===== src/sv/calendar_to_epoch_seconds_unit_macros.svh =====
// Assertion macros for the calendar to epoch seconds unit.
// Used by the top level only; no other dependencies.
`ifndef CALENDAR_TO_EPOCH_SECONDS_UNIT_MACROS_SVH
`define CALENDAR_TO_EPOCH_SECONDS_UNIT_MACROS_SVH

// Same-cycle implication, disabled during reset
`define C2E_ASSERT_IMP(name, clk, rstn, ante, cons) \
  name: assert property (@(posedge clk) disable iff (!rstn) (ante) |-> (cons)) \
    else $error("c2e assertion failed");

// Next-cycle implication, disabled during reset
`define C2E_ASSERT_NXT(name, clk, rstn, ante, cons) \
  name: assert property (@(posedge clk) disable iff (!rstn) (ante) |=> (cons)) \
    else $error("c2e assertion failed");

`endif


===== src/sv/c2e_pkg.sv =====
// Shared types, constants and the month table for the epoch seconds unit.
// No dependencies.
package c2e_pkg;

  localparam int YEAR_W  = 12;
  localparam int MONTH_W = 4;
  localparam int MDAY_W  = 5;
  localparam int HOUR_W  = 5;
  localparam int MIN_W   = 6;
  localparam int SEC_W   = 6;
  localparam int NANOS_W = 30;
  localparam int SECS_W  = 37;

  // Internal widths
  localparam int DAYS_W = 21;  // signed day count since epoch
  localparam int TOD_W  = 17;  // seconds within the day, unchecked fields
  localparam int YDAY_W = 10;  // signed day of year, day zero gives -1

  localparam int EPOCH_YEAR         = 1970;
  localparam int DAYS_PER_YEAR      = 365;
  localparam int LEAPS_BEFORE_EPOCH = 478;
  localparam int EPOCH_DAYS         = EPOCH_YEAR * DAYS_PER_YEAR + LEAPS_BEFORE_EPOCH;

  // x / 100 == (x * DIV100_MUL) >> DIV100_SHIFT for x below 8192
  localparam int DIV100_MUL   = 5243;
  localparam int DIV100_SHIFT = 19;

  // 86400 = 675 << 7
  localparam int DAY_SECS_ODD   = 675;
  localparam int DAY_SECS_SHIFT = 7;

  typedef struct packed {
    logic [YEAR_W-1:0]  year_in;
    logic [MONTH_W-1:0] month_in;
    logic [MDAY_W-1:0]  day_of_month;
    logic [HOUR_W-1:0]  hour_in;
    logic [MIN_W-1:0]   minute_in;
    logic [SEC_W-1:0]   second_in;
    logic [NANOS_W-1:0] nanos_in;
  } c2e_in_t;

  typedef struct packed {
    logic signed [SECS_W-1:0] epoch_seconds;
    logic [NANOS_W-1:0]       nanos_out;
  } c2e_out_t;

  // Days before the month, February as 28 days; months past December clamp
  function automatic logic [8:0] days_before_month(input logic [MONTH_W-1:0] m);
    logic [8:0] d;
    unique case (m)
      4'd0:    d = 9'd0;
      4'd1:    d = 9'd31;
      4'd2:    d = 9'd59;
      4'd3:    d = 9'd90;
      4'd4:    d = 9'd120;
      4'd5:    d = 9'd151;
      4'd6:    d = 9'd181;
      4'd7:    d = 9'd212;
      4'd8:    d = 9'd243;
      4'd9:    d = 9'd273;
      4'd10:   d = 9'd304;
      default: d = 9'd334;
    endcase
    return d;
  endfunction

endpackage


===== src/sv/c2e_day_count.sv =====
// Two-stage day count since epoch from year, month and day of month.
// Depends on c2e_pkg.
module c2e_day_count import c2e_pkg::*; (
  input  logic                     clk_i,
  input  logic                     en_i,
  input  logic [YEAR_W-1:0]        year_i,
  input  logic [MONTH_W-1:0]       month_i,
  input  logic [MDAY_W-1:0]        mday_i,
  output logic signed [DAYS_W-1:0] days_o
);

  localparam int ACC_W = DAYS_W + 2;

  // ---------------- stage 1: divisions by constants, year days, month offset
  logic [YEAR_W:0]   yp3, yp99, yp399;
  logic [10:0]       x4;
  logic [25:0]       c100_prod;
  logic [23:0]       c400_prod;
  logic [24:0]       q100_prod;
  logic [10:0]       ceil4_d, ceil4_q;
  logic [6:0]        c100_d, c100_q;
  logic [4:0]        c400_d, c400_q;
  logic [5:0]        q100_d, q100_q;
  logic [DAYS_W-1:0] ydays_d, ydays_q;
  logic signed [YDAY_W-1:0] ydp_d, ydp_q;
  logic              late_d, late_q;
  logic [YEAR_W-1:0] year_q;

  always_comb begin
    yp3       = {1'b0, year_i} + (YEAR_W+1)'(3);
    yp99      = {1'b0, year_i} + (YEAR_W+1)'(99);
    yp399     = {1'b0, year_i} + (YEAR_W+1)'(399);
    x4        = yp399[YEAR_W:2];
    ceil4_d   = yp3[YEAR_W:2];
    c100_prod = 26'(yp99) * 26'(DIV100_MUL);
    c100_d    = c100_prod[25:DIV100_SHIFT];
    c400_prod = 24'(x4) * 24'(DIV100_MUL);
    c400_d    = c400_prod[23:DIV100_SHIFT];
    q100_prod = 25'(year_i) * 25'(DIV100_MUL);
    q100_d    = q100_prod[24:DIV100_SHIFT];
    ydays_d   = DAYS_W'(year_i) * DAYS_W'(DAYS_PER_YEAR);
    ydp_d     = $signed(YDAY_W'(days_before_month(month_i)) + YDAY_W'(mday_i)
                - YDAY_W'(1));
    late_d    = (month_i > MONTH_W'(1));
  end

  always_ff @(posedge clk_i) begin
    if (en_i) begin
      year_q  <= year_i;
      ceil4_q <= ceil4_d;
      c100_q  <= c100_d;
      c400_q  <= c400_d;
      q100_q  <= q100_d;
      ydays_q <= ydays_d;
      ydp_q   <= ydp_d;
      late_q  <= late_d;
    end
  end

  // ---------------- stage 2: leap test, leap count, final sum
  logic              cent;
  logic              leap;
  logic [10:0]       leaps;
  logic [ACC_W-1:0]  days_acc;
  logic signed [DAYS_W-1:0] days_d, days_q;

  always_comb begin
    cent  = (13'(year_q) == 13'(q100_q) * 13'(100));
    leap  = (year_q[1:0] == 2'b00) && (!cent || (q100_q[1:0] == 2'b00));
    leaps = ceil4_q - 11'(c100_q) + 11'(c400_q);
    days_acc = ACC_W'(ydays_q) + ACC_W'(leaps) + ACC_W'(ydp_q)
             + ACC_W'(leap && late_q) - ACC_W'(EPOCH_DAYS);
    days_d = $signed(days_acc[DAYS_W-1:0]);
  end

  always_ff @(posedge clk_i) begin
    if (en_i) begin
      days_q <= days_d;
    end
  end

  assign days_o = days_q;

endmodule


===== src/sv/calendar_to_epoch_seconds_unit.sv =====
// Top level: Gregorian date and time to signed seconds since the epoch.
// Depends on c2e_pkg, c2e_day_count and calendar_to_epoch_seconds_unit_macros.svh.
//
//  channel | direction | handshake               | payload
//  --------+-----------+-------------------------+-----------------------------
//  in      | input     | in_valid_i / in_stall_o | c2e_in_t  (date, time, ns)
//  out     | output    | out_valid_o/out_stall_i | c2e_out_t (seconds, ns)
//
// One item per cycle unless a stalled result holds the pipe.
// Four register stages: constant divides, leap count and day sum, day-to-
// seconds multiply, then time-of-day add into the output register.
// A stalled result freezes the whole pipe; the input stalls only then.
// Reset clears the stage valid bits; payload registers are not reset.
`include "calendar_to_epoch_seconds_unit_macros.svh"

module calendar_to_epoch_seconds_unit import c2e_pkg::*; (
  input  logic     clk_i,
  input  logic     rst_ni,
  input  logic     in_valid_i,
  output logic     in_stall_o,
  input  c2e_in_t  in_data_i,
  output logic     out_valid_o,
  input  logic     out_stall_i,
  output c2e_out_t out_data_o
);

  localparam logic signed [SECS_W-1:0] SECS_MIN = -37'sd63000000000;
  localparam logic signed [SECS_W-1:0] SECS_MAX = 37'sd68000000000;

  logic pipe_en;
  logic v1_q, v2_q, v3_q, out_valid_q;

  // Whole pipe advances unless a result is held
  assign pipe_en    = !(out_valid_q && out_stall_i);
  assign in_stall_o = !pipe_en;

  // Valid bits travel with the data
  always_ff @(posedge clk_i or negedge rst_ni) begin
    if (!rst_ni) begin
      v1_q        <= 1'b0;
      v2_q        <= 1'b0;
      v3_q        <= 1'b0;
      out_valid_q <= 1'b0;
    end else if (pipe_en) begin
      v1_q        <= in_valid_i;
      v2_q        <= v1_q;
      v3_q        <= v2_q;
      out_valid_q <= v3_q;
    end
  end

  // Day count, stages 1 and 2
  logic signed [DAYS_W-1:0] days;

  c2e_day_count u_day_count (
    .clk_i   (clk_i),
    .en_i    (pipe_en),
    .year_i  (in_data_i.year_in),
    .month_i (in_data_i.month_in),
    .mday_i  (in_data_i.day_of_month),
    .days_o  (days)
  );

  // Seconds within the day, stage 1, then carried along
  logic [TOD_W-1:0]   tod_d, tod1_q, tod2_q, tod3_q;
  logic [NANOS_W-1:0] ns1_q, ns2_q, ns3_q;

  assign tod_d = TOD_W'(in_data_i.hour_in) * TOD_W'(3600)
               + TOD_W'(in_data_i.minute_in) * TOD_W'(60)
               + TOD_W'(in_data_i.second_in);

  always_ff @(posedge clk_i) begin
    if (pipe_en) begin
      tod1_q <= tod_d;
      tod2_q <= tod1_q;
      tod3_q <= tod2_q;
      ns1_q  <= in_data_i.nanos_in;
      ns2_q  <= ns1_q;
      ns3_q  <= ns2_q;
    end
  end

  // Stage 3: days times the odd factor of 86400
  logic signed [31:0] prod_d, prod_q;

  assign prod_d = $signed(32'(days)) * $signed(32'(DAY_SECS_ODD));

  always_ff @(posedge clk_i) begin
    if (pipe_en) begin
      prod_q <= prod_d;
    end
  end

  // Stage 4: shift in the power of two, add time of day
  c2e_out_t out_d, out_q;

  always_comb begin
    out_d.epoch_seconds = $signed({prod_q[SECS_W-DAY_SECS_SHIFT-1:0],
                                   {DAY_SECS_SHIFT{1'b0}}})
                        + $signed(SECS_W'(tod3_q));
    out_d.nanos_out     = ns3_q;
  end

  always_ff @(posedge clk_i) begin
    if (pipe_en) begin
      out_q <= out_d;
    end
  end

  assign out_valid_o = out_valid_q;
  assign out_data_o  = out_q;

  // Checks
  logic secs_in_range;

  assign secs_in_range = (out_q.epoch_seconds >= SECS_MIN) &&
                         (out_q.epoch_seconds <= SECS_MAX);

  `C2E_ASSERT_IMP(a_secs_range, clk_i, rst_ni, out_valid_q, secs_in_range)
  `C2E_ASSERT_NXT(a_hold_valids, clk_i, rst_ni, !pipe_en, $stable({v1_q, v2_q, v3_q, out_valid_q}))
  `C2E_ASSERT_NXT(a_last_stage_moves, clk_i, rst_ni, pipe_en && v3_q, out_valid_q)

endmodule


===== config.mk =====
export PLATFORM = sky130hd
export DESIGN_NAME = calendar_to_epoch_seconds_unit
export DESIGN_NICKNAME = d
export VERILOG_FILES = /design/src/sv/c2e_pkg.sv /design/src/sv/c2e_day_count.sv /design/src/sv/calendar_to_epoch_seconds_unit.sv
export VERILOG_INCLUDE_DIRS = /design/src /design/src/sv
export SDC_FILE = /design/constraint.sdc
export NUM_CORES = 1
export LEC_CHECK = 0
export BUFFER_PORTS_ARGS = -buffer_cell sky130_fd_sc_hd__buf_2
export CAP_MARGIN = 15
export CORE_UTILIZATION = 35
export DETAILED_ROUTE_END_ITERATION = 8
export SKIP_LAST_GASP = 1
export SYNTH_ARGS = -nofsm -noshare
export SYNTH_HDL_FRONTEND = slang
export SYNTH_HIERARCHICAL = 1
export SYNTH_SLANG_ARGS = --single-unit

===== constraint.sdc =====
create_clock -name clk_i -period 15.7 [get_ports clk_i]
set_input_delay 3.14 -clock clk_i [delete_from_list [all_inputs] [get_ports clk_i]]
set_output_delay 3.14 -clock clk_i [all_outputs]
set_load 0.02 [all_outputs]

[Word-level counts from Yosys, hierarchy flattened]
Memories as Yosys holds them, arrays and structs flattened.
Index checks and enable logic that the tools add are counted.
Storage, ports and cells
  register bits: 336
  bits in read-only memories: 144
  logic and storage cells: 54
  memories kept: 1
Cells by class
  add/sub/neg operators: 14
  multipliers: 8
  $lt $le $gt $ge: 1
  equality and inequality tests: 1
  reduce and logical (&&, ||, !) cells: 7
Memory list
  (no name shown): words 16, width 9, rd ports 1, clocked after memory_dff 0, write ports 0, line c2e_pkg.sv:50  | unique case (m)
Operators with widths (number)
  adder 37 x 18 -> 37 bit: 1
  multiplier 21 x 11 -> 30 bit (second input constant): 1
  multiplier 13 x 13 -> 26 bit (second input constant): 1
  multiplier 12 x 13 -> 25 bit (second input constant): 1
  multiplier 11 x 13 -> 24 bit (second input constant): 1
  adder 21 x 1 -> 21 bit: 1
  adder 21 x 11 -> 21 bit: 1
  adder 21 bit: 1
  multiplier 12 x 9 -> 21 bit (second input constant): 1
  subtractor 21 x 20 -> 21 bit (second input constant): 1
  adder 17 x 12 -> 17 bit: 1
  adder 17 x 6 -> 17 bit: 1
  adder 12 x 2 -> 13 bit (second input constant): 1
  adder 12 x 7 -> 13 bit (second input constant): 1
  adder 12 x 9 -> 13 bit (second input constant): 1
  == test 12 x 13 -> 1 bit: 1
  multiplier 5 x 8 -> 13 bit (second input constant): 1
  adder 11 x 5 -> 11 bit: 1
  multiplier 6 x 5 -> 11 bit (second input constant): 1
  subtractor 11 x 7 -> 11 bit: 1
  adder 9 x 5 -> 10 bit: 1
  multiplier 6 x 4 -> 10 bit (second input constant): 1
  subtractor 10 x 1 -> 10 bit (second input constant): 1
  greater-than comparator 4 x 1 -> 1 bit (second input constant): 1
  4 further kinds: 7

[Depth between registers and ports, before layout]
  depth in word-level cells: 8
  gate-level depth with buffers: 26

[Hierarchy]
Netlist, hierarchy kept.
Modules (own cells, without submodules)
  c2e_day_count: times used 1, cells each 1658, area an instance 16722.3 um^2, seq. area each 2762.6 um^2
  calendar_to_epoch_seconds_unit: times used 1, cells each 991, area an instance 13524.2 um^2, seq. area each 7247.0 um^2

[Least setup slack after synthesis]
OpenSTA, ideal clock, no wires.
  path kind: input to output
  from: input out_stall_i
  to: output in_stall_o
  arrival: 11484 ps
  required time: 12560 ps
  setup slack: 1076 ps
  stages on the path: 2
  cells stage by stage: nand2_1 inv_1
On the way
  cells in the longest elaborated chain, start to end: 1
RTL lines
  start: declaration: line calendar_to_epoch_seconds_unit.sv:23  | input logic out_stall_i,
  logical AND 1 bit: line calendar_to_epoch_seconds_unit.sv:34  | assign pipe_en = !(out_valid_q && out_stall_i);
  end: declaration: line calendar_to_epoch_seconds_unit.sv:20  | output logic in_stall_o,
No other way between the ends.

[Worst setup path in the final report]
  from: input in_data_i[57] (netlist name)
  to: register u_day_count.c100_q[6] (data pin)
On the way
  cells in the longest elaborated chain, start to end: 2
RTL lines
  start: declaration: line calendar_to_epoch_seconds_unit.sv:21  | input c2e_in_t in_data_i,
  adder 12 x 7 -> 13 bit: line c2e_day_count.sv:31  | yp99 = {1'b0, year_i} + (YEAR_W+1)'(99);
  multiplier 13 x 13 -> 26 bit: line c2e_day_count.sv:35  | c100_prod = 26'(yp99) * 26'(DIV100_MUL);
  via u_day_count.c100_prod[25]: line c2e_day_count.sv:17  | logic [25:0] c100_prod;
  end signal: assignment: line c2e_day_count.sv:51  | c100_q <= c100_d;
  end: declaration: line c2e_day_count.sv:21  | logic [6:0] c100_d, c100_q;
The timed path passes the listed nets, and every way through them passes these cells.
A chain may end at the register's enable or synchronous reset.

==> flow_metrics.env <==
export IMPL_drc=0
export IMPL_finalCritPeriodShare_pct=59.2
export IMPL_routed_wl_microns=55400
export IMPL_crit_top_cell="fa_1"
export IMPL_viasPerCell=4.50
export IMPL_whs_ns=0.411
export IMPL_worstPathRequired_ns=16.10
export IMPL_cts_tree="yes"
export IMPL_area_growth_pct=11.4
export IMPL_drt_pass1_iter_count=4
export IMPL_hold_class="flip-flop to flip-flop"
export IMPL_crit_arrival_ns=9.69
export IMPL_synth_cell_type_count=80
export IMPL_slowest_stage="xnor2_1"
export IMPL_die_area_sq_um=87600
export IMPL_reg2reg_from="u_day_count/q100_q[1]"
export IMPL_dp_hpwl_microns=45700
export IMPL_grt_antenna_before_repair=1
export IMPL_max_clock_freq_mhz=108
export IMPL_fin_area_sq_um=33700
export IMPL_grt_usage_pct=13.1
export IMPL_syn_nets=3545
export IMPL_grt_pass1_wl_microns=92000
export IMPL_skew_ns=0.0137
export IMPL_mostFrequentLayoutCells="inv_1 (642), ha_1 (555), edfxtp_1 (330)"
export IMPL_grt_pass1_vias=18500
export IMPL_r2r_cells=22
export IMPL_post_cts_setup_buffers=0
export IMPL_num_rows=107
export IMPL_synthArstFlopShare_pct=1.20
export IMPL_die_y_microns=296
export IMPL_r2r_end="u_day_count/days_o[13]"
export IMPL_die_x_microns=296
export IMPL_crit_fanout=11
export IMPL_synth_avg_cell_area_sq_um=11.4
export IMPL_path_cells="buf_2, inv_1, ha_1, a21oi_1, nor2_1, or3_1, nor2b_1, xnor2_1, ha_1, fa_1, inv_1, fa_1, inv_1, fa_1, fa_1, ha_1, a21oi_1, o21a_1, a2bb2oi_1, a21oi_1, o41ai_1, o21ai_0, o211ai_1"
export IMPL_start_kind="input pin"
export IMPL_grt_max_degree=81
export IMPL_cts_made_buffers=39
export IMPL_maxCapViolations=0
export IMPL_finalSetupViolCount=0
export IMPL_ant_nets=0
export IMPL_yosysWarningCount=6
export IMPL_grt_overflow_total=0
export IMPL_routedWlPerCell_microns=13.9
export IMPL_fin_nets=3722
export IMPL_fillers=8375
export IMPL_syn_area_sq_um=30200
export IMPL_ys_ff_latch=334
export IMPL_ys_seq_area_share_pct=33.1
export IMPL_maxSlewViolCount=0
export IMPL_setup_worst_path_end="u_day_count/c100_q[6]"
export IMPL_tns_ns=0
export IMPL_gp_congestion=0.829
export IMPL_relSlewSlack_pct=28.2
export IMPL_status="complete, no violations"
export IMPL_io_buffers=140
export IMPL_htree_num_levels=2
export IMPL_finalCriticalPeriod_ns=9.29
export IMPL_cts_root_buffer="clkbuf_16"
export IMPL_hold_viol=0
export IMPL_hold_buffers=0
export IMPL_tightestPinTransition_ns=1.07
export IMPL_num_vias=18000
export IMPL_critPathKind="input pin to flip-flop"
export IMPL_insertion_delay_ns=0.56
export IMPL_rrSetupSlack_ns=9.30
export IMPL_mostFrequentLayoutCell="inv_1"
export IMPL_cts_sinks=334
export IMPL_slowest_delay_ns=0.83
export IMPL_drive_gt1_share_pct=8.23
export IMPL_rsz0062_at_grt="false"
export IMPL_dpl_cell_area_sq_um=32400
export IMPL_syn_inst=2649
export IMPL_drt_iter0_markers=698
export IMPL_clockBufferDepth=3
export IMPL_ioPinCount=141
export IMPL_end_kind="flip-flop"
export IMPL_cts_reportedPaths_clkPinSlew_ns=0.06
export IMPL_synth_edf_count=330
export IMPL_startpoint="in_data_i[57]"
export IMPL_ys_flop_type="edfxtp_1"
export IMPL_start_util_pct=35.4
export IMPL_core_area_sq_um=85400
export IMPL_cts_resized=0
==> state kept, by name, indices dropped and copies added (netlist names), 7 cells and up <==
register / flops
ns1_q: 30
ns2_q: 30
ns3_q: 30
out_data_o: 67
prod_q: 30
tod1_q: 17
tod2_q: 17
tod3_q: 17
u_day_count/c100_q: 7
u_day_count/ceil4_q: 11
u_day_count/days_o: 21
u_day_count/ydays_q: 21
u_day_count/ydp_q: 10
u_day_count/year_q: 10
==> Yosys cell counts, types with 21 or more instances <==
cell type  instances  area, sq um
nand2_1           76          285
xnor2_1          133         1160
nor2_1            69          259
nor3_1            24          120
o21ai_0           44          220
o21ai_1           21          105
a21o_1            42          315
fa_1             269         5390
ha_1             555         6940
nand3_1           34          170
xor2_1            47          412
a21oi_1          116          581
inv_1            642         2410
edfxtp_1         330         9910
o21bai_1          21          158
==> kinds of logic (layout without fill, tap and decap cells) <==
kind of cell / Yosys count / count (layout) / share of synthesized area [%]
AO/OA/AOI/OAI: 355 / 355 / 7.80
XOR/XNOR: 180 / 180 / 5.21
adder cells (fa/ha/maj): 824 / 824 / 40.8
buffers and inverters: 652 / 858 / 8.13
flip-flops: 334 / 334 / 33.1
multiplexers: 4 / 4 / 0.145
other: 0 / 1 / 0
AND/OR/NAND/NOR: 300 / 300 / 4.86
==> area by class of cell <==
cell class	instances	area, sq um	area share [%]
repair buffers	145	738	2.19
well taps	1144	1430	4.25
clock inverters	27	307	0.910
multi-input cells	1663	17800	52.8
diodes	1	2.50	0.00743
clock buffers	43	991	2.94
inverters	643	2410	7.17
flip-flops and latches	334	10000	29.7
==> per-stage QoR <==
stage,std cells,util (%),setup WS [ns]
global placement,3929,37.9,5.96
floorplan,2649,-,1.08
CTS,3999,39.4,6.42
finish,4000,39.4,6.41
detailed placement,3929,37.9,5.83
global route,4000,39.4,5.90
==> routing by layer <==
layer / track usage, % / vias up / share of wire, %
met5: 0 / - / 0
met4: 3.31 / 0 / 2.1
met3: 1.88 / 71 / 3.1
met2: 22.1 / 194 / 46
met1: 17.5 / 8500 / 48
li1: - / 9216 / -
==> critical path, delay by kind of cell <==
family | cells | cell delay (ns)
buffers and inverters | 4 | 0.56
AOI/OAI and AO/OA | 8 | 1.57
and+or+nand+nor | 3 | 0.65
adders and majority gates | 7 | 2.94
xor gates and xnor gates | 1 | 0.83
==> worst min-delay path by stage <==
stage / from / end / slack, ns / cells past startpoint
floorplan: ns1_q[0] / ns2_q[0] / 0.40 / 0
finish: tod1_q[10] / tod2_q[10] / 0.41 / 0
detailed placement: ns1_q[12] / ns2_q[12] / 0.40 / 0
global route: ns3_q[20] / out_data_o[20] / 0.42 / 0
global placement: ns1_q[14] / ns2_q[14] / 0.40 / 0
CTS: ns3_q[15] / out_data_o[15] / 0.41 / 0
Power is left out: the tool's default activity adds up to more than one toggle a clock period on the data nets, which glitch-free logic cannot reach.
